File: src/rtl/itoa_pkg.sv
// ----------------------------------------------------------------------------
// itoa_pkg: shared types and helpers for the integer to ASCII converter
// Character codes, controller/datapath command and status structs, digit
// encoding and radix clamping.
// ----------------------------------------------------------------------------
package itoa_pkg;

  localparam int unsigned ValueWidth  = 32;
  localparam int unsigned RadixWidth  = 6;
  localparam int unsigned CharWidth   = 7;
  localparam int unsigned MaxDigits   = 32;
  localparam int unsigned DigitIdxW   = $clog2(MaxDigits);
  localparam int unsigned DigitCntW   = $clog2(MaxDigits + 1);

  // Quotient bits resolved per divider cycle, and divider steps per digit.
  localparam int unsigned BitsPerStep = 8;
  localparam int unsigned DivSteps    = ValueWidth / BitsPerStep;
  localparam int unsigned StepCntW    = $clog2(DivSteps);

  localparam logic [CharWidth-1:0]  CharZero       = 7'd48;
  localparam logic [CharWidth-1:0]  CharMinus      = 7'd45;
  localparam logic [CharWidth-1:0]  CharLetterBase = 7'd87;  // 'a' - 10
  localparam logic [RadixWidth-1:0] RadixDecimal   = 6'd10;
  localparam logic [RadixWidth-1:0] RadixMin       = 6'd2;
  localparam logic [RadixWidth-1:0] RadixMax       = 6'd36;

  typedef enum logic [2:0] {
    StIdle = 3'b001,
    StDiv  = 3'b010,
    StEmit = 3'b100
  } itoa_state_e;

  typedef struct packed {
    logic load;       // capture a new transaction
    logic step;       // run one divider step
    logic step_last;  // final divider cycle of the current digit
    logic emit;       // load the next character into the output register
  } itoa_cmd_t;

  typedef struct packed {
    logic div_done;   // quotient is zero and at least one digit is stored
    logic out_free;   // output register can take a character this cycle
    logic emit_done;  // sign and all digits have been sent
  } itoa_sts_t;

  function automatic logic [CharWidth-1:0] digit_char(input logic [RadixWidth-1:0] d);
    logic [CharWidth-1:0] dw;
    dw = CharWidth'(d);
    if (d >= RadixDecimal) begin
      return dw + CharLetterBase;
    end
    return dw + CharZero;
  endfunction

  function automatic logic [RadixWidth-1:0] clamp_radix(input logic [RadixWidth-1:0] r);
    if (r < RadixMin) begin
      return RadixMin;
    end
    if (r > RadixMax) begin
      return RadixMax;
    end
    return r;
  endfunction

endpackage

File: src/rtl/integer_to_ascii_radix.sv
// ----------------------------------------------------------------------------
// integer_to_ascii_radix: 32-bit integer to ASCII text in radix 2..36
// Top level joining the sequencing controller and the conversion datapath.
// ----------------------------------------------------------------------------
// One transaction in carries a 32-bit value, a radix and a signed/unsigned
// flag; it produces 1 to 32 output transactions, one ASCII character each,
// most significant first, with last high on the final character. Digits above
// nine are lower-case letters, zero gives "0", and a leading '-' appears only
// for a signed negative value in radix ten (other radices print the magnitude
// without sign). Radix codes 0 and 1 act as 2, codes above 36 act as 36.
// Operation: the input is accepted into the datapath, then each digit is
// divided out by the shared divider (8 quotient bits per cycle over the
// 32-bit word), a zero quotient ends the division, the characters are loaded
// into the output register in turn, held while the receiver stalls, and the
// controller then returns to idle.
// in_stall_o is high from the cycle after acceptance until the controller
// is back in idle after loading the last character into the output register;
// that character may still be waiting while the next transaction is accepted.
module integer_to_ascii_radix (
  input  logic                             clk_i,
  input  logic                             rst_ni,
  input  logic                             in_valid_i,
  output logic                             in_stall_o,
  input  logic [itoa_pkg::ValueWidth-1:0]  value_i,
  input  logic [itoa_pkg::RadixWidth-1:0]  radix_i,
  input  logic                             treat_unsigned_i,
  output logic                             out_valid_o,
  input  logic                             out_stall_i,
  output logic [itoa_pkg::CharWidth-1:0]   char_code_o,
  output logic                             last_o
);
  import itoa_pkg::*;

  itoa_cmd_t cmd;
  itoa_sts_t sts;

  // Controller: idle / divide / emit sequencing, step counter.
  itoa_ctrl u_ctrl (
    .clk_i      (clk_i),
    .rst_ni     (rst_ni),
    .in_valid_i (in_valid_i),
    .in_stall_o (in_stall_o),
    .sts_i      (sts),
    .cmd_o      (cmd)
  );

  // Datapath: input capture (payload is sampled on the accepting edge),
  // divider, digit store and output register.
  itoa_datapath u_datapath (
    .clk_i            (clk_i),
    .rst_ni           (rst_ni),
    .value_i          (value_i),
    .radix_i          (radix_i),
    .treat_unsigned_i (treat_unsigned_i),
    .cmd_i            (cmd),
    .sts_o            (sts),
    .out_valid_o      (out_valid_o),
    .out_stall_i      (out_stall_i),
    .char_code_o      (char_code_o),
    .last_o           (last_o)
  );

endmodule

File: src/rtl/itoa_ctrl.sv
// ----------------------------------------------------------------------------
// itoa_ctrl: sequencing controller
// Accepts a transaction, runs the divider digit by digit, then drives the
// character emission until the sign and all digits are out.
// ----------------------------------------------------------------------------
module itoa_ctrl (
  input  logic                clk_i,
  input  logic                rst_ni,
  input  logic                in_valid_i,
  output logic                in_stall_o,
  input  itoa_pkg::itoa_sts_t sts_i,
  output itoa_pkg::itoa_cmd_t cmd_o
);
  import itoa_pkg::*;

  itoa_state_e         state_q, state_d;
  logic [StepCntW-1:0] cnt_q, cnt_d;

  always_comb begin
    state_d = state_q;
    cnt_d   = cnt_q;
    cmd_o   = '0;
    unique case (state_q)
      StIdle: begin
        if (in_valid_i) begin
          cmd_o.load = 1'b1;
          cnt_d      = '0;
          state_d    = StDiv;
        end
      end
      StDiv: begin
        if (cnt_q == '0 && sts_i.div_done) begin
          state_d = StEmit;
        end else begin
          cmd_o.step      = 1'b1;
          cmd_o.step_last = (cnt_q == StepCntW'(DivSteps - 1));
          cnt_d           = cnt_q + 1'b1;
        end
      end
      StEmit: begin
        if (sts_i.emit_done) begin
          state_d = StIdle;
        end else if (sts_i.out_free) begin
          cmd_o.emit = 1'b1;
        end
      end
      default: begin
        state_d = StIdle;
      end
    endcase
  end

  assign in_stall_o = (state_q != StIdle);

  always_ff @(posedge clk_i or negedge rst_ni) begin
    if (!rst_ni) begin
      state_q <= StIdle;
      cnt_q   <= '0;
    end else begin
      state_q <= state_d;
      cnt_q   <= cnt_d;
    end
  end

  // Leaving emission only once everything is sent.
  assert property (@(posedge clk_i) disable iff (!rst_ni)
    (state_q == StEmit && state_d == StIdle) |-> sts_i.emit_done)
    else $error("emission ended early");

  // A digit never finishes in the middle of the step counter.
  assert property (@(posedge clk_i) disable iff (!rst_ni)
    cmd_o.step_last |=> (cnt_q == '0))
    else $error("step counter out of phase");

  // No divider work outside the division phase.
  assert property (@(posedge clk_i) disable iff (!rst_ni)
    cmd_o.step |-> (state_q == StDiv && !cmd_o.emit))
    else $error("divider stepped outside division");

endmodule

File: src/rtl/itoa_datapath.sv
// ----------------------------------------------------------------------------
// itoa_datapath: divider, digit store and output register
// Radix-r long division eight bits per cycle; remainders are stored as digits
// and read back most significant first into the output register.
// ----------------------------------------------------------------------------
module itoa_datapath (
  input  logic                                 clk_i,
  input  logic                                 rst_ni,
  input  logic [itoa_pkg::ValueWidth-1:0]      value_i,
  input  logic [itoa_pkg::RadixWidth-1:0]      radix_i,
  input  logic                                 treat_unsigned_i,
  input  itoa_pkg::itoa_cmd_t                  cmd_i,
  output itoa_pkg::itoa_sts_t                  sts_o,
  output logic                                 out_valid_o,
  input  logic                                 out_stall_i,
  output logic [itoa_pkg::CharWidth-1:0]       char_code_o,
  output logic                                 last_o
);
  import itoa_pkg::*;

  logic [ValueWidth-1:0] work_q, work_d;
  logic [RadixWidth-1:0] rem_q, rem_d;
  logic [RadixWidth-1:0] radix_q;
  logic [DigitCntW-1:0]  nd_q;
  logic                  sign_pend_q;
  logic                  out_valid_q;
  logic [CharWidth-1:0]  char_q;
  logic                  last_q;
  logic [RadixWidth-1:0] digits_q [MaxDigits];

  logic                  negative;
  logic [ValueWidth-1:0] magnitude;
  logic [RadixWidth-1:0] radix_c;
  logic [DigitCntW-1:0]  rd_idx;

  assign negative  = !treat_unsigned_i && value_i[ValueWidth-1];
  assign magnitude = negative ? (ValueWidth'(0) - value_i) : value_i;
  assign radix_c   = clamp_radix(radix_i);
  assign rd_idx    = nd_q - 1'b1;

  // Restoring division: shift dividend bits out the top, quotient bits in.
  always_comb begin
    logic [RadixWidth:0] t;
    work_d = work_q;
    rem_d  = rem_q;
    t      = '0;
    for (int i = 0; i < BitsPerStep; i++) begin
      t      = {rem_d, work_d[ValueWidth-1]};
      work_d = {work_d[ValueWidth-2:0], 1'b0};
      if (t >= {1'b0, radix_q}) begin
        t         = t - {1'b0, radix_q};
        work_d[0] = 1'b1;
      end
      rem_d = t[RadixWidth-1:0];
    end
  end

  always_ff @(posedge clk_i or negedge rst_ni) begin
    if (!rst_ni) begin
      work_q      <= '0;
      rem_q       <= '0;
      radix_q     <= RadixMin;
      nd_q        <= '0;
      sign_pend_q <= 1'b0;
      out_valid_q <= 1'b0;
    end else begin
      if (cmd_i.load) begin
        work_q      <= magnitude;
        rem_q       <= '0;
        radix_q     <= radix_c;
        nd_q        <= '0;
        sign_pend_q <= negative && (radix_c == RadixDecimal);
      end else if (cmd_i.step) begin
        work_q <= work_d;
        rem_q  <= cmd_i.step_last ? '0 : rem_d;
        if (cmd_i.step_last) begin
          nd_q <= nd_q + 1'b1;
        end
      end else if (cmd_i.emit) begin
        if (sign_pend_q) begin
          sign_pend_q <= 1'b0;
        end else begin
          nd_q <= rd_idx;
        end
      end
      if (cmd_i.emit) begin
        out_valid_q <= 1'b1;
      end else if (!out_stall_i) begin
        out_valid_q <= 1'b0;
      end
    end
  end

  always_ff @(posedge clk_i) begin
    if (cmd_i.step && cmd_i.step_last) begin
      digits_q[nd_q[DigitIdxW-1:0]] <= rem_d;
    end
    if (cmd_i.emit) begin
      if (sign_pend_q) begin
        char_q <= CharMinus;
        last_q <= 1'b0;
      end else begin
        char_q <= digit_char(digits_q[rd_idx[DigitIdxW-1:0]]);
        last_q <= (nd_q == DigitCntW'(1));
      end
    end
  end

  assign sts_o.div_done  = (work_q == '0) && (nd_q != '0);
  assign sts_o.out_free  = !out_valid_q || !out_stall_i;
  assign sts_o.emit_done = (nd_q == '0) && !sign_pend_q;

  assign out_valid_o = out_valid_q;
  assign char_code_o = char_q;
  assign last_o      = last_q;

  // Remainder stays a valid digit of the current radix.
  assert property (@(posedge clk_i) disable iff (!rst_ni)
    rem_q < radix_q)
    else $error("remainder not below radix");

  // Digit count never exceeds the store depth.
  assert property (@(posedge clk_i) disable iff (!rst_ni)
    nd_q <= DigitCntW'(MaxDigits))
    else $error("digit store overflow");

  // A stalled character is never overwritten.
  assert property (@(posedge clk_i) disable iff (!rst_ni)
    cmd_i.emit |-> (!out_valid_q || !out_stall_i))
    else $error("output register overwritten while stalled");

endmodule

File: config.mk
export PLATFORM = sky130hd
export DESIGN_NAME = integer_to_ascii_radix
export DESIGN_NICKNAME = d
export VERILOG_FILES = /design/src/rtl/itoa_pkg.sv /design/src/rtl/integer_to_ascii_radix.sv /design/src/rtl/itoa_ctrl.sv /design/src/rtl/itoa_datapath.sv
export SDC_FILE = /design/constraint.sdc
export NUM_CORES = 1
export LEC_CHECK = 0
export BUFFER_PORTS_ARGS = -buffer_cell sky130_fd_sc_hd__buf_4
export CORE_UTILIZATION = 40
export DETAILED_ROUTE_END_ITERATION = 10
export PLACE_DENSITY = 0.61
export SLEW_MARGIN = 30
export SYNTH_ARGS = -nofsm -noshare
export SYNTH_HDL_FRONTEND = slang
export SYNTH_SLANG_ARGS = --single-unit
File: constraint.sdc
create_clock -name clk_i -period 33.6 [get_ports clk_i]
set_input_delay 1.68 -clock clk_i [delete_from_list [all_inputs] [get_ports clk_i]]
set_output_delay 1.68 -clock clk_i [all_outputs]
set_load 0.01 [all_outputs]
== After elaboration in Yosys (flattened, before gate mapping) ==
Memories as Yosys holds them, arrays and structs flattened.
Index checks and enable logic that the tools add are counted.
Storage, ports and cells
  register bits after elaboration: 65
  bits in writable memories: 192
  input bits: 43
  output and inout port bits: 10
  logic and storage cells: 134
  memories kept: 1
Memories
  u_datapath.digits_q: depth 32, width 6, rd ports 1, clocked after memory_dff 0, wr ports 1, RTL line itoa_datapath.sv:29  | logic [RadixWidth-1:0] digits_q [MaxDigits];
Cells by class
  add/sub/neg operators: 14
  magnitude comparators: 11
  equal/unequal tests: 15
  multiplexer cells: 60
  reduce and logical (&&, ||, !) cells: 23
Operators by type and width (number)
  $mux 6: 20
  $mux 32: 3
  $ge 7x6->1: 8
  $sub 6x6->6: 8
  $logic_not 32->1: 1
  $sub 1x32->32 const A: 1
  $mux 1: 26
  $mux 7: 2
  $mux 3: 3
  $pmux 3 s3: 1
  $reduce_and 3->1: 3
  $mux 2: 4
  $ne 2x2->1 const B: 4
  $add 6x6->7 const B: 1
  $add 6x7->7 const B: 1
  $add 6x1->6 const B: 1
  $eq 6x1->1 const B: 1
  $eq 6x4->1 const B: 1
  $ge 6x4->1 const B: 1
  $gt 6x6->1 const B: 1
  $logic_and 1x1->1: 6
  $logic_not 6->1: 1
  $lt 6x2->1 const B: 1
  $reduce_bool 2->1: 3
  other kinds (17): 21

== Depth between registers and ports, before layout ==
Gate-level depths: netlist of the first run.
  word-level depth: 19
  mapped depth: 78
  mapped depth without buffers: 76

== Modules after synthesis ==
From an unflattened synthesis of the first run, not the netlist that was laid out.
Second synthesis, totals
  cell total of the unflattened synthesis: 1163
  area total of the unflattened synthesis: 14411.3 um^2
By module, submodules not included
  itoa_datapath: times used 1, cells each 1134, area an instance 14083.5 um^2, seq. area each 7308.3 um^2
  itoa_ctrl: times used 1, cells each 29, area an instance 327.8 um^2, seq. area each 126.4 um^2

== Least setup slack after synthesis of the first run ==
OpenSTA, ideal clock, no wires.
  path type: register to register
  from: register u_datapath.radix_q[1]
  to: memory u_datapath.digits_q[0][0], data pin
  library setup time: 392 ps
  arrival time: 15970 ps
  data required time: 33208 ps
  slack: 17237 ps
  cell stages (with the launch flop): 74
  buffers on the path: 3
  period minus slack after synthesis: 16363 ps
  cell sequence: dfstp_2 inv_1 ha_1 nand2_1 o21ai_1 a21oi_1 mux2_2 inv_1 ha_1 nor2b_1 o31a_1 o211a_1 a2111oi_4 mux2_2 inv_1 ha_1 nor2b_1 o21ai_0 (+38 left out) a21o_1 a21o_1 a211oi_1 o41ai_1 a211o_1 and2_1 a21oi_1 ha_1 nor2b_1 o21ai_0 nand2b_1 a21o_1 a21o_1 a31o_2 a21oi_1 nand4_1 mux2i_1 mux2i_1
Between the ends
  word-level cells in the longest chain between the ends: 16
  elaborated cells on any way between the ends: 23
  classes of those cells: add/sub (7); order compare (8); mux (8)
RTL lines
  start: declaration: RTL line itoa_datapath.sv:23  | logic [RadixWidth-1:0] radix_q;
  start signal: assignment: RTL line itoa_datapath.sv:62  | radix_q <= RadixMin;
  start signal: assignment: RTL line itoa_datapath.sv:70  | radix_q <= radix_c;
  $sub 6x6->6 or $ge 7x6->1 (tied branches): RTL line itoa_datapath.sv:51, itoa_datapath.sv:50
  $mux 6: RTL line itoa_datapath.sv:50  | if (t >= {1'b0, radix_q}) begin
  $sub 6x6->6 or $ge 7x6->1 (tied branches): RTL line itoa_datapath.sv:51, itoa_datapath.sv:50
  $mux 6: RTL line itoa_datapath.sv:50
  $sub 6x6->6 or $ge 7x6->1 (tied branches): RTL line itoa_datapath.sv:51, itoa_datapath.sv:50
  $mux 6: RTL line itoa_datapath.sv:50
  $sub 6x6->6 or $ge 7x6->1 (tied branches): RTL line itoa_datapath.sv:51, itoa_datapath.sv:50
  $mux 6: RTL line itoa_datapath.sv:50
  $sub 6x6->6 or $ge 7x6->1 (tied branches): RTL line itoa_datapath.sv:51, itoa_datapath.sv:50
  $mux 6: RTL line itoa_datapath.sv:50
  $ge 7x6->1 or $sub 6x6->6 (tied branches): RTL line itoa_datapath.sv:50, itoa_datapath.sv:51
  $mux 6: RTL line itoa_datapath.sv:50
  $sub 6x6->6 or $ge 7x6->1 (tied branches): RTL line itoa_datapath.sv:51, itoa_datapath.sv:50
  $mux 6: RTL line itoa_datapath.sv:50
  $ge 7x6->1 *: RTL line itoa_datapath.sv:50
  $mux 6 *: RTL line itoa_datapath.sv:50
  net u_datapath.rem_d[0]: RTL line itoa_datapath.sv:22  | logic [RadixWidth-1:0] rem_q, rem_d;
  end: declaration: RTL line itoa_datapath.sv:29
The timed path passes the listed nets; every way through them passes the cells marked *.

== Final worst setup path of the first run ==
  from: register u_datapath.radix_q[1]
  to: memory u_datapath.digits_q[1][0], data pin
The elaborated chain is that of the path after synthesis.

==> impl_metrics.yaml, run 1 <==
die:
  ios: 53
  die_w_um: 189
  core_um2: 33900
  fp.dieH_um: 189
  dieArea_um2: 35600
  num_rows: 67
  initial_core_util: 0.411
clock_tree:
  clk_path_buf_depth: 3
  cts_tree: "done"
  insertion_delay_ns: 0.52
  htree_levels: 1
  postCtsHoldBufs: 0
  clkTransAtPathRegs_ns: 0.06
  post_cts_buffers: 0
  clkSinkCount: 257
  numCtsBuffers: 25
  ctsResizeCount: 0
  root_buffer: "clkbuf_16"
drt:
  drc: 0
  ant_nets: 0
  dr.pass1.iters: 7
  viasPerCell: 5.70
  vias: 8975
  wl_per_cell_um: 21.1
  first_iter_violations: 634
  routed_wl_um: 33300
setup_path:
  r2r_cells: 74
  slowest_stage: "mux2i_4"
  path_depth: 74
  critPathKind: "register to register"
  r2r-start: "u_datapath.radix_q[1]"
  path_delay_family: "compound AO/OA/AOI/OAI gates"
  r2r-end: "u_datapath.digits_q[1][0]"
  critical_path.max_stage_delay_ns: 0.84
  arrival_ns: 18.68
  endpoint_kind: "register"
  crit_start: "u_datapath.radix_q[1]"
  critPathBufInv: 6
  worst-path-max-fanout: 33
  r2r_setup_slack_ns: 15.11
  crit_end: "u_datapath.digits_q[1][0]"
  setup.worst_path.start_class: "register"
  required_ns: 33.79
cells_and_area:
  layout_common_cells: "200 x edfxtp_1, 76 x nor2_1, 61 x ha_1, 60 x o21ai_0, 60 x mux4_2"
  final_net_count: 1221
  final_common_cell: "edfxtp_1"
  drive_gt1_frac: 0.185
  fillers: 2979
  antenna_cells: 0
  area_growth_pct: 13.3
logic_synthesis:
  synth_top_area_share: 0.431
  synth_edf_count: 200
  syn_nets: 1171
  post-synth-top-area-cell: "edfxtp_1"
  synth.area.top_cells: "edfxtp_1 43%, dfrtp_1 9.9%, mux4_2 9.7%, ha_1 5.6%, xnor2_1 2.8%"
  synthArstFlopShare: 0.222
  avgSynthCellArea_um2: 13.2
  synth_seq_cells: 257
  ys_seq_area_frac: 0.534
  syn_inst: 1058
  synth.distinct_cells: 78
  synth-main-ff-cell: "edfxtp_1"
  synth_area_um2: 13900
  yosysWarnings: 0
grt:
  grt_pass1_wl_um: 52000
  grt_overflow_total: 0
  grt_pass1_vias: 8829
  grt_max_degree: 58
  antenna_found_initial: 0
  track_usage: 0.188
placed_design:
  routabilityCongestion: 0.863
  dp_hpwl_um: 23400
  numPortBuffers: 52
worst_hold_path:
  hold-path-cell-count: 1
  hold_class: "register to register"
outcome:
  status: "complete, no violations"
timing:
  tns_ns: 0
  skew_ns: 0.00738
  rsz0062_at_grt: "no"
  clock.fmax_mhz: 54.1
  slew_headroom: 0.384
  tightest_slew_ns: 0.905
  min_period_ns: 18.49
  hold_viol_final: 0
  finalSetupViolCount: 0
  drv_slew: 0
  final.period_utilization: 0.550
job:
  max_cap_viol_count: 0
cells in the mapped netlist (4+ instances only):
cell,instances
nor2b_1,15
nand2_1,43
inv_1,54
a31oi_1,4
xor2_1,21
dfrtp_1,55
nand2b_1,10
nand4_1,4
xnor2_1,45
a21o_1,18
or3_1,9
a22oi_1,30
and3_1,5
a311oi_1,5
o211ai_1,4
ha_1,62
o21a_1,4
nand3b_1,6
a22o_1,5
mux2_2,12
edfxtp_1,200
clkbuf_1,30
nor4_1,17
o31ai_1,5
fa_1,8
mux2i_1,18
a211oi_1,8
nand3_1,16
nor2_1,77
a21oi_1,45
nor3_1,18
and2_1,6
mux2_4,6
mux4_2,60
buf_1,6
o21ai_0,61
final cells by class:
type	instances	area (um^2)	area share
repair buffers	61	469	0.0297
inverters	54	203	0.0128
well taps	448	561	0.0355
multi-input cells	709	6180	0.392
clock buffers	28	637	0.0404
clock inverters	18	295	0.0187
flip-flops and latches	257	7440	0.471
worst min-delay path by stage:
stage	from	endpoint	slack [ns]
final	u_ctrl.state_q[1]	u_ctrl.state_q[0]	0.52
after global routing	u_datapath.rem_q[5]	u_datapath.rem_q[5]	0.55
after CTS	u_ctrl.state_q[1]	u_ctrl.state_q[0]	0.51
after detailed placement	u_datapath.rem_q[5]	u_datapath.rem_q[5]	0.49
after global placement	u_datapath.out_valid_o	u_datapath.out_valid_o	0.48
after floorplan	u_ctrl.state_q[1]	u_ctrl.state_q[0]	0.47
layer usage:
| metal | part of all wire | vias to the layer above | global-route usage |
|---|---|---|---|
| met1 | 0.45 | 4537 | 0.255 |
| met4 | 0.019 | 0 | 0.0450 |
| met5 | 0 | - | 0 |
| met3 | 0.036 | 39 | 0.0181 |
| li1 | - | 4181 | - |
| met2 | 0.50 | 218 | 0.325 |
registers in the layout (all words and copies together) (netlist names), 2 cells and up:
name                    count
u_datapath.radix_q          6
u_datapath.digits_q       192
u_ctrl.cnt_q                2
u_ctrl.state_q              3
u_datapath.rem_q            6
u_datapath.work_q          32
u_datapath.nd_q             6
u_datapath.char_code_o      7
kinds of logic (layout without fill, tap and decap cells):
| family | count (synthesis) | count (layout) | share of synthesized area |
|---|---|---|---|
| DFF | 257 | 257 | 0.534 |
| and+or+nand+nor | 244 | 244 | 0.0892 |
| AOI/OAI and AO/OA | 232 | 232 | 0.116 |
| muxes | 97 | 97 | 0.127 |
| buffers and inverters | 92 | 161 | 0.0259 |
| adders and majority gates | 70 | 70 | 0.0672 |
| xor gates and xnor gates | 66 | 66 | 0.0415 |
worst reg2reg max path: cells and delay by family, from the launching register on:
| kind | cells | cell delay, ns |
|---|---|---|
| compound gates | 36 | 8.51 |
| simple gates | 17 | 2.52 |
| buf+inv | 6 | 0.67 |
| mux | 7 | 3.43 |
| flops | 1 | 0.74 |
| fa+ha+maj | 8 | 2.27 |
per-stage QoR:
step                      instances  hold slack [ns]  setup slack [ns]  instance area (um^2)   util
after detailed placement       1529            0.494             15.29                 14800  0.438
after global placement         1528            0.484             15.90                 14800  0.438
after global routing           1575            0.552             13.64                 15800  0.466
after CTS                      1575            0.509             15.18                 15800  0.466
after floorplan                1058            0.465             17.24                 13900      -
final                          1575            0.518             15.11                 15800  0.466
Power of run 1 is left out: the tool's default activity adds up to more than one toggle a clock period on the data nets, which glitch-free logic cannot reach.
==> inputs of run 2 (changes only) <==
- ABC_AREA: unset -> 1
- PLACE_DENSITY: 0.61 -> 0.63
- clock period: 33.6 -> 15.7 ns (I/O delays scaled with it)
==> run 2 against run 1 <==
Clock-buffer cell count is 1 higher. Critical endpoint is now u_datapath.digits_q[25][5]. Highest routed layer unchanged. Area after synthesis is 4.0% higher. Register-to-register slack worse by 14 ns. Routed wire length is 14% higher. Critical path type unchanged.
==> impl_metrics.yaml, run 2 <==
drt:
  first_iter_violations: 996
  routed_wl_um: 38100
  viasPerCell: 5.47
  vias: 11200
  ant_nets: 0
  dr.pass1.iters: 6
  wl_per_cell_um: 18.6
  drc: 0
timing:
  drv_slew: 0
  hold_viol_final: 0
  tns_ns: 0
  final.period_utilization: 0.908
  min_period_ns: 14.25
  clock.fmax_mhz: 70.2
  tightest_slew_ns: 0.998
  finalSetupViolCount: 0
  rsz0062_at_grt: "no"
  skew_ns: 0.0144
  slew_headroom: 0.334
cells_and_area:
  fillers: 3357
  utilization: 0.454
  drive_gt1_frac: 0.0880
  final_common_cell: "nand2_1"
  antenna_cells: 0
  final_net_count: 1684
  largest_reg_flops: 192
  area_growth_pct: 11.6
  final_cell_area_um2: 16200
  layout_common_cells: "222 x nand2_1, 217 x nor2_1, 200 x edfxtp_1, 178 x inv_1, 130 x o21ai_0"
grt:
  grt_pass1_wl_um: 59900
  grt_overflow_total: 0
  antenna_found_initial: 0
  track_usage: 0.210
  grt_pass1_vias: 10800
  grt_max_degree: 85
clock_tree:
  clkSinkCount: 257
  clkTransAtPathRegs_ns: 0.06
  insertion_delay_ns: 0.54
  post_cts_buffers: 0
  numCtsBuffers: 26
  ctsResizeCount: 0
  postCtsHoldBufs: 0
  clk_path_buf_depth: 3
  root_buffer: "clkbuf_16"
  cts_tree: "done"
  htree_levels: 1
logic_synthesis:
  synthArstFlopShare: 0.222
  synth_edf_count: 200
  synthTopCellsByCount: "222 x nand2_1, 218 x nor2_1, 200 x edfxtp_1"
  yosysWarnings: 0
  synth_most_common_cell: "nand2_1"
  syn_nets: 1647
  synth_seq_cells: 257
  synth.area.top_cells: "edfxtp_1 41%, dfrtp_1 9.5%, nand2_1 5.8%, nor2_1 5.6%, ha_1 5.4%"
  ys_seq_area_frac: 0.513
  synth_top_area_share: 0.415
  post-synth-top-area-cell: "edfxtp_1"
  synth_area_um2: 14500
  avgSynthCellArea_um2: 9.44
  synth.distinct_cells: 52
  synth-main-ff-cell: "edfxtp_1"
  syn_inst: 1534
die:
  core_um2: 35600
  die_w_um: 192
  num_rows: 69
  ios: 53
  fp.dieH_um: 192
  initial_core_util: 0.407
  dieArea_um2: 37000
setup_path:
  path_common_cell: "nand2_1"
  required_ns: 15.98
  slowest_stage: "dfstp_2"
  setup.worst_path.start_class: "register"
  endpoint_kind: "register"
  critPathKind: "register to register"
  critical_path.max_stage_delay_ns: 0.71
  arrival_ns: 14.53
  worst-path-max-fanout: 19
placed_design:
  post_dp_cell_area_um2: 15400
  numPortBuffers: 52
  dp_hpwl_um: 26400
  routabilityCongestion: 0.901
outcome:
  status: "complete, no violations"
worst_hold_path:
  hold_class: "primary input to async pin"
job:
  max_cap_viol_count: 0
-- run 2: cell types whose count changed in the layout (fill, tap and decap cells not counted), sizes merged, moves of 18 or more --
cell / delta
a22oi: -29
o32ai: +31
xnor2: -31
nand3: +72
o221ai: +41
inv: +125
nand2: +187
o21ai: +66
mux4: -60
nor2: +148
mux2: -18
nand4: +29
-- run 2: kinds of logic (layout without fill, tap and decap cells) --
logic type               after synthesis  in the layout  synth area share
AND/OR/NAND/NOR                      609            609             0.190
AO/OA/AOI/OAI                        306            306             0.136
XOR/XNOR                              37             37            0.0224
flip-flops                           257            257             0.513
buffers and inverters                238            295            0.0619
adder cells (fa/ha/maj)               70             70            0.0646
multiplexers                          17             17            0.0117
-- run 2: layer usage --
| metal | vias up | track usage | share of wire |
|---|---|---|---|
| li1 | 5474 | - | - |
| met1 | 5329 | 0.273 | 0.43 |
| met2 | 353 | 0.357 | 0.48 |
| met3 | 70 | 0.0286 | 0.056 |
| met4 | 0 | 0.0772 | 0.036 |
| met5 | - | 0 | 0 |
-- run 2: worst paths after layout --
kind / startpoint / endpoint / slack [ns] / depth (start not counted)
min in group clk_i: u_datapath.radix_q[2] / u_datapath.radix_q[2] / 0.49 / 2
max in group asynchronous: rst_ni / u_datapath.nd_q[0] / 14.82 / 1
worst max-delay path: u_datapath.radix_q[1] / u_datapath.digits_q[25][5] / 1.45 / 83
worst min-delay path: rst_ni / u_datapath.work_q[3] / 0.32 / 1
worst min register to register: u_datapath.radix_q[2] / u_datapath.radix_q[2] / 0.49 / 2
worst max register to register: u_datapath.radix_q[1] / u_datapath.digits_q[25][5] / 1.45 / 83
-- run 2: critical path, delay by kind of cell, from the launching register on --
kind,cells,cell delay (ns)
buffers and inverters,13,1.33
adders and majority gates,8,2.76
and+or+nand+nor,36,4.54
DFF,1,0.71
AOI/OAI and AO/OA,26,4.63
-- run 2: cell type report --
cell class,count,area [um^2],share of cell area
Timing Repair Buffer,66,507,0.0313
Clock inverter,19,126,0.00782
Tap cell,461,577,0.0357
Clock buffer,29,662,0.0409
Multi-Input combinational cell,1039,6180,0.382
Inverter,181,679,0.0420
Sequential cell,257,7440,0.460
-- run 2: per-stage QoR --
stage / cells / setup WS, ns / hold WS [ns]
floorplan: 1534 / 3.09 / 0.453
global placement: 2002 / 1.65 / 0.476
detailed placement: 2004 / 1.24 / 0.481
CTS: 2052 / 1.20 / 0.344
global route: 2052 / 0.00833 / 0.383
finish: 2052 / 1.45 / 0.316
Power of run 2 is left out for the same reason.
